$ cat src/hw/rtl/nhb_pkg.sv
`default_nettype none

package nhb_pkg;

   // Field layout of one received status byte.
   localparam int unsigned BYTE_W    = 8;
   localparam int unsigned MODE_W    = 2;
   localparam int unsigned SLOT_W    = 2;
   localparam int unsigned NIBBLE_W  = 4;
   localparam int unsigned WORD_W    = 16;
   localparam int unsigned SLOT_CNT  = 4;

   localparam int unsigned MODE_LSB  = 6;
   localparam int unsigned SLOT_LSB  = 4;

   localparam logic [SLOT_W-1:0] FIRST_SLOT = 2'd0;
   localparam logic [SLOT_W-1:0] LAST_SLOT  = 2'd3;

   // Mode value that marks a configuration byte after reset.
   localparam logic [MODE_W-1:0] CFG_MODE_RESET = 2'd3;

   // Result transaction, packed from the highest bit down into rsp_tdata.
   typedef struct packed {
      logic                  sequence_error;
      logic                  word_ready;
      logic [WORD_W-1:0]     word_value;
      logic [NIBBLE_W-1:0]   remote_config_index;
      logic [SLOT_W-1:0]     slot_index;
      logic [MODE_W-1:0]     link_mode;
   } rsp_payload_type;

   localparam int unsigned RSP_PAYLOAD_W = $bits(rsp_payload_type);
   localparam int unsigned RSP_DATA_W    = ((RSP_PAYLOAD_W + 7) / 8) * 8;

endpackage

`default_nettype wire

$ cat src/hw/rtl/nibble_heartbeat_deframer_unit.sv
`default_nettype none

// Heartbeat byte deframer.
// Each req_ transaction carries one received status byte: mode in bits 7:6,
// slot index in bits 5:4 and a data nibble in bits 3:0. A byte whose mode
// equals the configured mode code latches its nibble as the remote
// configuration index; any other byte stores its nibble in its slot, checks
// the slot against the expected one and, on slot 3, assembles a 16-bit word
// with slot 0 in the most significant place.
// Every accepted byte produces exactly one rsp_ transaction, registered in
// the output register or the skid entry. A byte can be taken in every cycle
// while req_tready is high: all decoding and state update is one short level
// of logic between the input handshake and the result register.
// The result side has an output register plus one skid entry, so req_tready
// is a plain register output and the block keeps accepting one more byte
// into the skid entry after the receiver stops taking results; it then drops
// req_tready until the skid entry drains.
// The csr_ channel writes the configure mode code; it is always ready and
// should be written only while no transaction is in flight.
// Synchronous reset clears the nibble store, expected slot, error flag,
// assembled word and configuration index to zero, sets the mode code to 3
// and empties the result registers.
module nibble_heartbeat_deframer_unit (
   input  wire                                   clock,
   input  wire                                   reset,
   // req_tdata: heartbeat_byte[7:0]
   input  wire                                   req_tvalid,
   output logic                                  req_tready,
   input  wire  [nhb_pkg::BYTE_W-1:0]            req_tdata,
   // rsp_tdata: link_mode[1:0], slot_index[3:2], remote_config_index[7:4],
   //            word_value[23:8], word_ready[24], sequence_error[25], zero[31:26]
   output logic                                  rsp_tvalid,
   input  wire                                   rsp_tready,
   output logic [nhb_pkg::RSP_DATA_W-1:0]        rsp_tdata,
   // csr_data: configure_mode_code[1:0]
   input  wire                                   csr_valid,
   output logic                                  csr_ready,
   input  wire  [nhb_pkg::MODE_W-1:0]            csr_data
);
   import nhb_pkg::*;

   // Deframing state.
   logic [NIBBLE_W-1:0] nibble_ff [SLOT_CNT];
   logic [NIBBLE_W-1:0] nibble_in [SLOT_CNT];
   logic [SLOT_W-1:0]   expected_slot_ff, expected_slot_in;
   logic                error_flag_ff, error_flag_in;
   logic [WORD_W-1:0]   word_ff, word_in;
   logic [NIBBLE_W-1:0] cfg_index_ff, cfg_index_in;
   logic [MODE_W-1:0]   cfg_mode_ff;

   // Result output register and skid entry.
   rsp_payload_type     out_ff, out_in;
   logic                out_valid_ff, out_valid_in;
   rsp_payload_type     skid_ff, skid_in;
   logic                skid_valid_ff, skid_valid_in;

   logic                req_accept;
   logic                rsp_accept;
   logic [MODE_W-1:0]   byte_mode;
   logic [SLOT_W-1:0]   byte_slot;
   logic [NIBBLE_W-1:0] byte_nibble;
   logic                is_cfg_byte;
   logic                word_done;
   rsp_payload_type     result;

   assign req_tready = !skid_valid_ff;
   assign req_accept = req_tvalid && req_tready;
   assign rsp_accept = out_valid_ff && rsp_tready;
   assign csr_ready  = 1'b1;

   assign byte_mode   = req_tdata[MODE_LSB +: MODE_W];
   assign byte_slot   = req_tdata[SLOT_LSB +: SLOT_W];
   assign byte_nibble = req_tdata[NIBBLE_W-1:0];
   assign is_cfg_byte = (byte_mode == cfg_mode_ff);

   // Next deframing state for the byte on the input.
   always_comb begin
      nibble_in        = nibble_ff;
      expected_slot_in = expected_slot_ff;
      error_flag_in    = error_flag_ff;
      word_in          = word_ff;
      cfg_index_in     = cfg_index_ff;
      word_done        = 1'b0;
      if (is_cfg_byte) begin
         cfg_index_in = byte_nibble;
      end else begin
         nibble_in[byte_slot] = byte_nibble;
         // A mismatch sets the flag; the slot then resynchronizes the
         // expected index. Slot 0 clears the flag, even after a mismatch.
         if (byte_slot != expected_slot_ff) begin
            error_flag_in = 1'b1;
         end
         if (byte_slot == LAST_SLOT) begin
            word_in          = {nibble_ff[0], nibble_ff[1], nibble_ff[2], byte_nibble};
            expected_slot_in = FIRST_SLOT;
            word_done        = 1'b1;
         end else begin
            if (byte_slot == FIRST_SLOT) begin
               error_flag_in = 1'b0;
            end
            expected_slot_in = byte_slot + 2'd1;
         end
      end
   end

   always_comb begin
      result.link_mode           = byte_mode;
      result.slot_index          = byte_slot;
      result.remote_config_index = cfg_index_in;
      result.word_value          = word_in;
      result.word_ready          = word_done;
      result.sequence_error      = error_flag_in;
   end

   // Output register with one skid entry behind it.
   always_comb begin
      out_in        = out_ff;
      out_valid_in  = out_valid_ff;
      skid_in       = skid_ff;
      skid_valid_in = skid_valid_ff;
      if (!out_valid_ff || rsp_accept) begin
         if (skid_valid_ff) begin
            out_in        = skid_ff;
            out_valid_in  = 1'b1;
            skid_valid_in = 1'b0;
         end else begin
            out_in       = result;
            out_valid_in = req_accept;
         end
      end else if (req_accept) begin
         skid_in       = result;
         skid_valid_in = 1'b1;
      end
   end

   always_ff @(posedge clock) begin
      if (reset) begin
         nibble_ff        <= '{default: '0};
         expected_slot_ff <= FIRST_SLOT;
         error_flag_ff    <= 1'b0;
         word_ff          <= '0;
         cfg_index_ff     <= '0;
         cfg_mode_ff      <= CFG_MODE_RESET;
         out_valid_ff     <= 1'b0;
         skid_valid_ff    <= 1'b0;
      end else begin
         if (req_accept) begin
            nibble_ff        <= nibble_in;
            expected_slot_ff <= expected_slot_in;
            error_flag_ff    <= error_flag_in;
            word_ff          <= word_in;
            cfg_index_ff     <= cfg_index_in;
         end
         if (csr_valid && csr_ready) begin
            cfg_mode_ff <= csr_data;
         end
         out_valid_ff  <= out_valid_in;
         skid_valid_ff <= skid_valid_in;
      end
   end

   always_ff @(posedge clock) begin
      out_ff  <= out_in;
      skid_ff <= skid_in;
   end

   assign rsp_tvalid = out_valid_ff;
   assign rsp_tdata  = {{(RSP_DATA_W - RSP_PAYLOAD_W){1'b0}}, out_ff};

`ifndef SYNTH
   // The skid entry is only ever filled behind a held output register.
   a_skid_behind_out: assert property (@(posedge clock) disable iff (reset)
      skid_valid_ff |-> out_valid_ff)
      else $error("skid entry valid while output register is empty");

   // A data byte on slot 0 always leaves the error flag clear.
   a_slot0_clears: assert property (@(posedge clock) disable iff (reset)
      (req_accept && !is_cfg_byte && byte_slot == FIRST_SLOT) |=> !error_flag_ff)
      else $error("error flag set after a slot 0 data byte");

   // A completed word is only reported for slot 3.
   a_word_on_last: assert property (@(posedge clock) disable iff (reset)
      (out_valid_ff && out_ff.word_ready) |-> (out_ff.slot_index == LAST_SLOT))
      else $error("word_ready reported on a slot other than the last");

   // After a data byte the expected slot follows the received slot.
   a_expect_follows: assert property (@(posedge clock) disable iff (reset)
      (req_accept && !is_cfg_byte) |=> (expected_slot_ff == $past(byte_slot) + 2'd1))
      else $error("expected slot did not resynchronize to the received slot");
`endif

endmodule

`default_nettype wire

$ cat config.mk
export PLATFORM = sky130hd
export DESIGN_NAME = nibble_heartbeat_deframer_unit
export DESIGN_NICKNAME = d
export VERILOG_FILES = /design/src/hw/rtl/nhb_pkg.sv /design/src/hw/rtl/nibble_heartbeat_deframer_unit.sv
export SDC_FILE = /design/constraint.sdc
export NUM_CORES = 1
export LEC_CHECK = 0
export ABC_AREA = 1
export BUFFER_PORTS_ARGS = -buffer_cell sky130_fd_sc_hd__buf_4
export CAP_MARGIN = 20
export CORE_UTILIZATION = 58
export DETAILED_ROUTE_END_ITERATION = 10
export PLACE_DENSITY_LB_ADDON = 0.3
export SYNTH_ARGS = -nofsm -noshare
export SYNTH_HDL_FRONTEND = slang
export SYNTH_SLANG_ARGS = --single-unit
$ cat constraint.sdc
create_clock -name clock -period 3.3 [get_ports clock]
set_input_delay 0.495 -clock clock [delete_from_list [all_inputs] [get_ports clock]]
set_output_delay 0.495 -clock clock [all_outputs]
set_load 0.05 [all_outputs]
# Word-level counts from Yosys, hierarchy flattened
# Index checks and enable logic that the tools add are counted.
# classes
n_addsub	1
magnitude_cmp	2
eq_ne	3
muxes	15
n_bitwise	3
reduce_logical	10
# ops
op	n
2-to-1 mux 16 bit	2
2-to-1 mux 26 bit	1
bitwise mux 16 bit	1
demux 4 bit (select 2 bit)	1
2-to-1 mux 4 bit	2
2-to-1 mux 1 bit	7
AND reduction 2 bit	2
>= comparator 3 bit (second input constant)	1
logical AND 1 bit	3
less-than comparator 3 x 1 -> 1 bit (second input constant)	1
inverter 2 -> 3 bit	1
adder 2 x 1 -> 2 bit (second input constant)	1
equality test 2 bit	1
equality test 2 bit (second input constant)	1
zero test 1 bit	2
zero test 2 bit	1
2-to-1 mux 2 bit	1
inequality test 2 bit	1
inverter 1 bit	2
OR reduction 2 bit	1
logical OR 1 bit	1
# totals
reg_bits	95
input_bits	15
out_inout_bits	35
elab_cells	57

# Depth between registers and ports, before layout
# depth
depth_word	6
ltp_mapped	11
ltp_nobuf	9

# Worst setup path before layout
# Ideal clock, no wire load.
# synth_timing
kind	register to register
start	register out_valid_ff, in the netlist rsp_tvalid
end	register skid_ff[0] (netlist bit) (enable)
setup_ns	0.409
t_arrival_ns	2.370
t_required_ns	2.891
path_slack_ns	0.521
stages_incl_launch_ff	5
path_buffers	0
period_less_slack_ns	2.779
cell_sequence	dfxtp_1 > inv_1 > nor2_1 > inv_1 > nor2_1
# synth_between
elab_chain_cells	4
elab_cells_between_ends	5
cone_classes	bitwise (1); reduce/logical (4)
# synth_lines
element	line	rtl
start: declaration	nibble_heartbeat_deframer_unit.sv:53	logic out_valid_ff, out_valid_in;
start signal: assignment	nibble_heartbeat_deframer_unit.sv:157	out_valid_ff <= out_valid_in;
zero test 1 bit or logical AND 1 bit (tied branches)	nibble_heartbeat_deframer_unit.sv:121, nibble_heartbeat_deframer_unit.sv:68	
logical OR 1 bit *	nibble_heartbeat_deframer_unit.sv:121	if (!out_valid_ff || rsp_accept) begin
inverter 1 bit (no source line) *	--	
AND reduction 2 bit (no source line) *	--	
end signal: assignment	nibble_heartbeat_deframer_unit.sv:164	skid_ff <= skid_in;
end: declaration	nibble_heartbeat_deframer_unit.sv:54	rsp_payload_type skid_ff, skid_in;
# Every way passes the cells marked *; elsewhere a longest branch is shown, timed or not.
# A chain may end at the register's enable or synchronous reset.

# Worst setup path after layout
# layout_timing
start	register skid_valid_ff
end	output port req_tready
# layout_between
elab_chain_cells	1
# layout_lines
element	line	rtl
start: declaration	nibble_heartbeat_deframer_unit.sv:55	logic skid_valid_ff, skid_valid_in;
start signal: assignment	nibble_heartbeat_deframer_unit.sv:158	skid_valid_ff <= skid_valid_in;
zero test 1 bit	nibble_heartbeat_deframer_unit.sv:66	assign req_tready = !skid_valid_ff;
end: declaration	nibble_heartbeat_deframer_unit.sv:28	output logic req_tready,
# Every way passes these cells.

==> metrics.txt <==
Die Y=between 80 and 90 um; Crit Path Max Fanout=38; number of DRC violations after detailed-routing iteration 0=180; router iterations before antenna repair=5; first-pass GRT wire length=13000 um; final wirelength=just under 8000 um; Setup CP Type=flop to output pin; HP Class=primary input to flop; syn_area_per_cell=8.89 sq um; Max VDD drop=0.000344 V; total CTS buffers=9; Root Buffer Master=clkbuf_8; sequential cell area fraction in the yosys report=56.3%; power share of the combinational group=a little under a fifth; share of the synthesized area in the top cell type=37.5%; Area Overhead vs Synth=13.5%; Die Wd=86.7 um; FF-to-FF path depth=9; reg2reg setup slack=1.49 ns; NetSw=776 uW; Hold Path Stages=1; RSZ-0062 raised after global routing=false; H-tree depth=3; number of I/O port buffers=42; Reg clk slew, reported paths=0.09 ns; cell leakage power=roughly 2.1 nW; Fin Setup TNS=0 ns; Final Setup Violations=0; top cells by area, synth=edfxtp_1, dfxtp_1, nand2_1; fraction of layout instances using a drive strength above 1=18.2%; cell count after synthesis=468; setup slack after layout=around 0.8 ns; Flop pwr share=49.0%; detailed placement HPWL=5230 um; CP Capture Type=output pin; initial antenna violation count=0; worst slew pin tran=0.641 ns; vias per inst=slightly above 5; Clock Latency Late Sink=0.37 ns; largest net degree at the start of global routing=39; Initial Util=between 60% and 70%; Power Internal=roughly 1.9 mW; Relative slew margins=~57%; CP startpoint=skid_valid_ff; post_cts resized=0; crit path DAT=1.98 ns; Ys Warns=0; WHS Endpoint=skid_ff[1]; # rows=30; GRT Total Usage=22.7%; Syn Std Cell Area=4160 sq um; Crit Reg-Reg Startpoint=cfg_mode_ff[0]; pre-CTS setup slack=1.22 ns; Power, Total=between 2 and 3 mW; Period Utilization, post-route=75.1%; CTS tree=done; core area=6870 sq um; synthesized flop and latch total=approximately 90; Clock Power Share=roughly a third; Hold Path Origin=req_tdata[7]; Startpoint Class=flop; max-cap violation count=0; Yosys cell types=24; Max Root-Sink Buffers=2; Hold Buf Count CTS=0; Worst EP required=2.80 ns; Antenna Nets Post-Route=0; # IOs=50; CTS sink cnt=between 90 and 100; Ant. Diodes=0; grt ovf=0; switching portion of total power=29.0%; final hold viol count=0; Worst R2R End=rsp_tdata[18]; Final Slew Violations=0; # Post-CTS Setup Buffers=0; nets@finish=520; GPL Wtd Cong=about 0.76; status=finished clean; Vias=3082; min Tclk post-route=roughly 2.5 ns; Worst Skew=0.0111 ns; Die Area=between 7000 and 8000 sq um; WL per Instance=13.1 um; vias in the first global route=2971; Fmax achieved=a little over 400 MHz; Pwr Density=567 nW/um^2; DRC viols=0; largest area contributor in the netlist=edfxtp_1
[layout by cell type, fill, tap and decap left out, types with 2 or more instances in the layout]
master / n
o211ai_1: 16
inv_1: 59
bufinv_16: 2
clkbuf_8: 11
buf_4: 51
nor2_1: 3
ha_1: 4
o21ai_2: 20
clkinv_4: 2
nand3_1: 2
nand4_1: 12
nand2_1: 149
conb_1: 7
edfxtp_1: 52
a21oi_1: 36
nor2_2: 2
o21ai_0: 31
dfxtp_1: 39
[state kept, by name, summed over array words and instances, names as in the netlist]
| register | count |
|---|---|
| cfg_mode_ff | 2 |
| nibble_ff | 12 |
| rsp_tvalid | 1 |
| rsp_tdata | 26 |
| word_ff | 16 |
| expected_slot_ff | 2 |
| error_flag_ff | 1 |
| cfg_index_ff | 4 |
| skid_valid_ff | 1 |
| skid_ff | 26 |
[metal layers]
metal | global-route usage, % | up-vias | part of all wire, %
met3 | 3.33 | 16 | 4.1
li1 | - | 1583 | -
met5 | 0 | - | 0
met1 | 27.9 | 1409 | 45
met4 | 11.8 | 0 | 2.3
met2 | 38.8 | 74 | 49
[power groups by stage]
stage	sequential (mW)	combinational (mW)	clock, mW
3_3_place_gp	1.34	0.491	0
2_1_floorplan	1.49	0.238	0
4_1_cts	1.31	0.509	0.864
5_1_grt	1.32	0.550	0.904
3_5_place_dp	1.34	0.507	0
6_report	1.31	0.507	0.858
[through the flow]
| stage | hold WS, ns | cells | util [%] | instance area, sq um |
|---|---|---|---|---|
| after CTS | 0.323 | 602 | 68.8 | 4720 |
| after detailed placement | 0.452 | 586 | 65.3 | 4490 |
| final | 0.325 | 602 | 68.8 | 4720 |
| after global routing | 0.320 | 602 | 68.8 | 4720 |
| after floorplan | 0.441 | 473 | - | 4180 |
| after global placement | 0.448 | 586 | 65.3 | 4490 |
[kinds of logic (layout without fill, tap and decap cells)]
group | Yosys count | in the layout | synth area share (%)
AND/OR/NAND/NOR | 171 | 171 | 16.4
AO/OA/AOI/OAI | 105 | 105 | 15.5
buffers and inverters | 95 | 128 | 10.4
flip-flops | 91 | 91 | 56.3
adder cells (fa/ha/maj) | 4 | 4 | 1.20
other | 2 | 7 | 0.180
[cell usage after synthesis]
cell type and number:
a211oi_1 1, a21oi_1 36, a31oi_1 1, buf_2 8, buf_4 11, buf_6 3
clkbuf_1 11, clkbuf_4 1, clkinv_1 1, conb_1 2, dfxtp_1 39, edfxtp_1 52
ha_1 4, inv_1 59, inv_2 1, nand2_1 150, nand3_1 2, nand3_2 1
nand3b_1 1, nand4_1 12, nor2_1 5, o211ai_1 16, o21ai_0 31, o21ai_2 20
[worst max-delay path by stage]
stage                       to  slack, ns  cells past startpoint
floorplan           skid_ff[0]       0.52                      4
global placement    req_tready       1.23                      3
detailed placement  req_tready       1.22                      3
CTS                 req_tready       0.83                      3
global route        req_tready       0.68                      3
finish              req_tready       0.82                      3
[final cells by class]
cell class	instances	area, sq um
Clock inverter	5	85.1
Multi-Input combinational cell	287	1410
Timing Repair Buffer	51	383
Sequential cell	91	2340
Clock buffer	11	151
Tap cell	96	120
Inverter	61	229
Fill cell	541	2150
[critical path: stages, from the launching register on]
cell and delay, ns:
dfxtp_1 0.32, buf_4 0.34, clkinv_1 0.57, buf_4 0.39
Note: power is estimated with default switching activity, not from simulation.
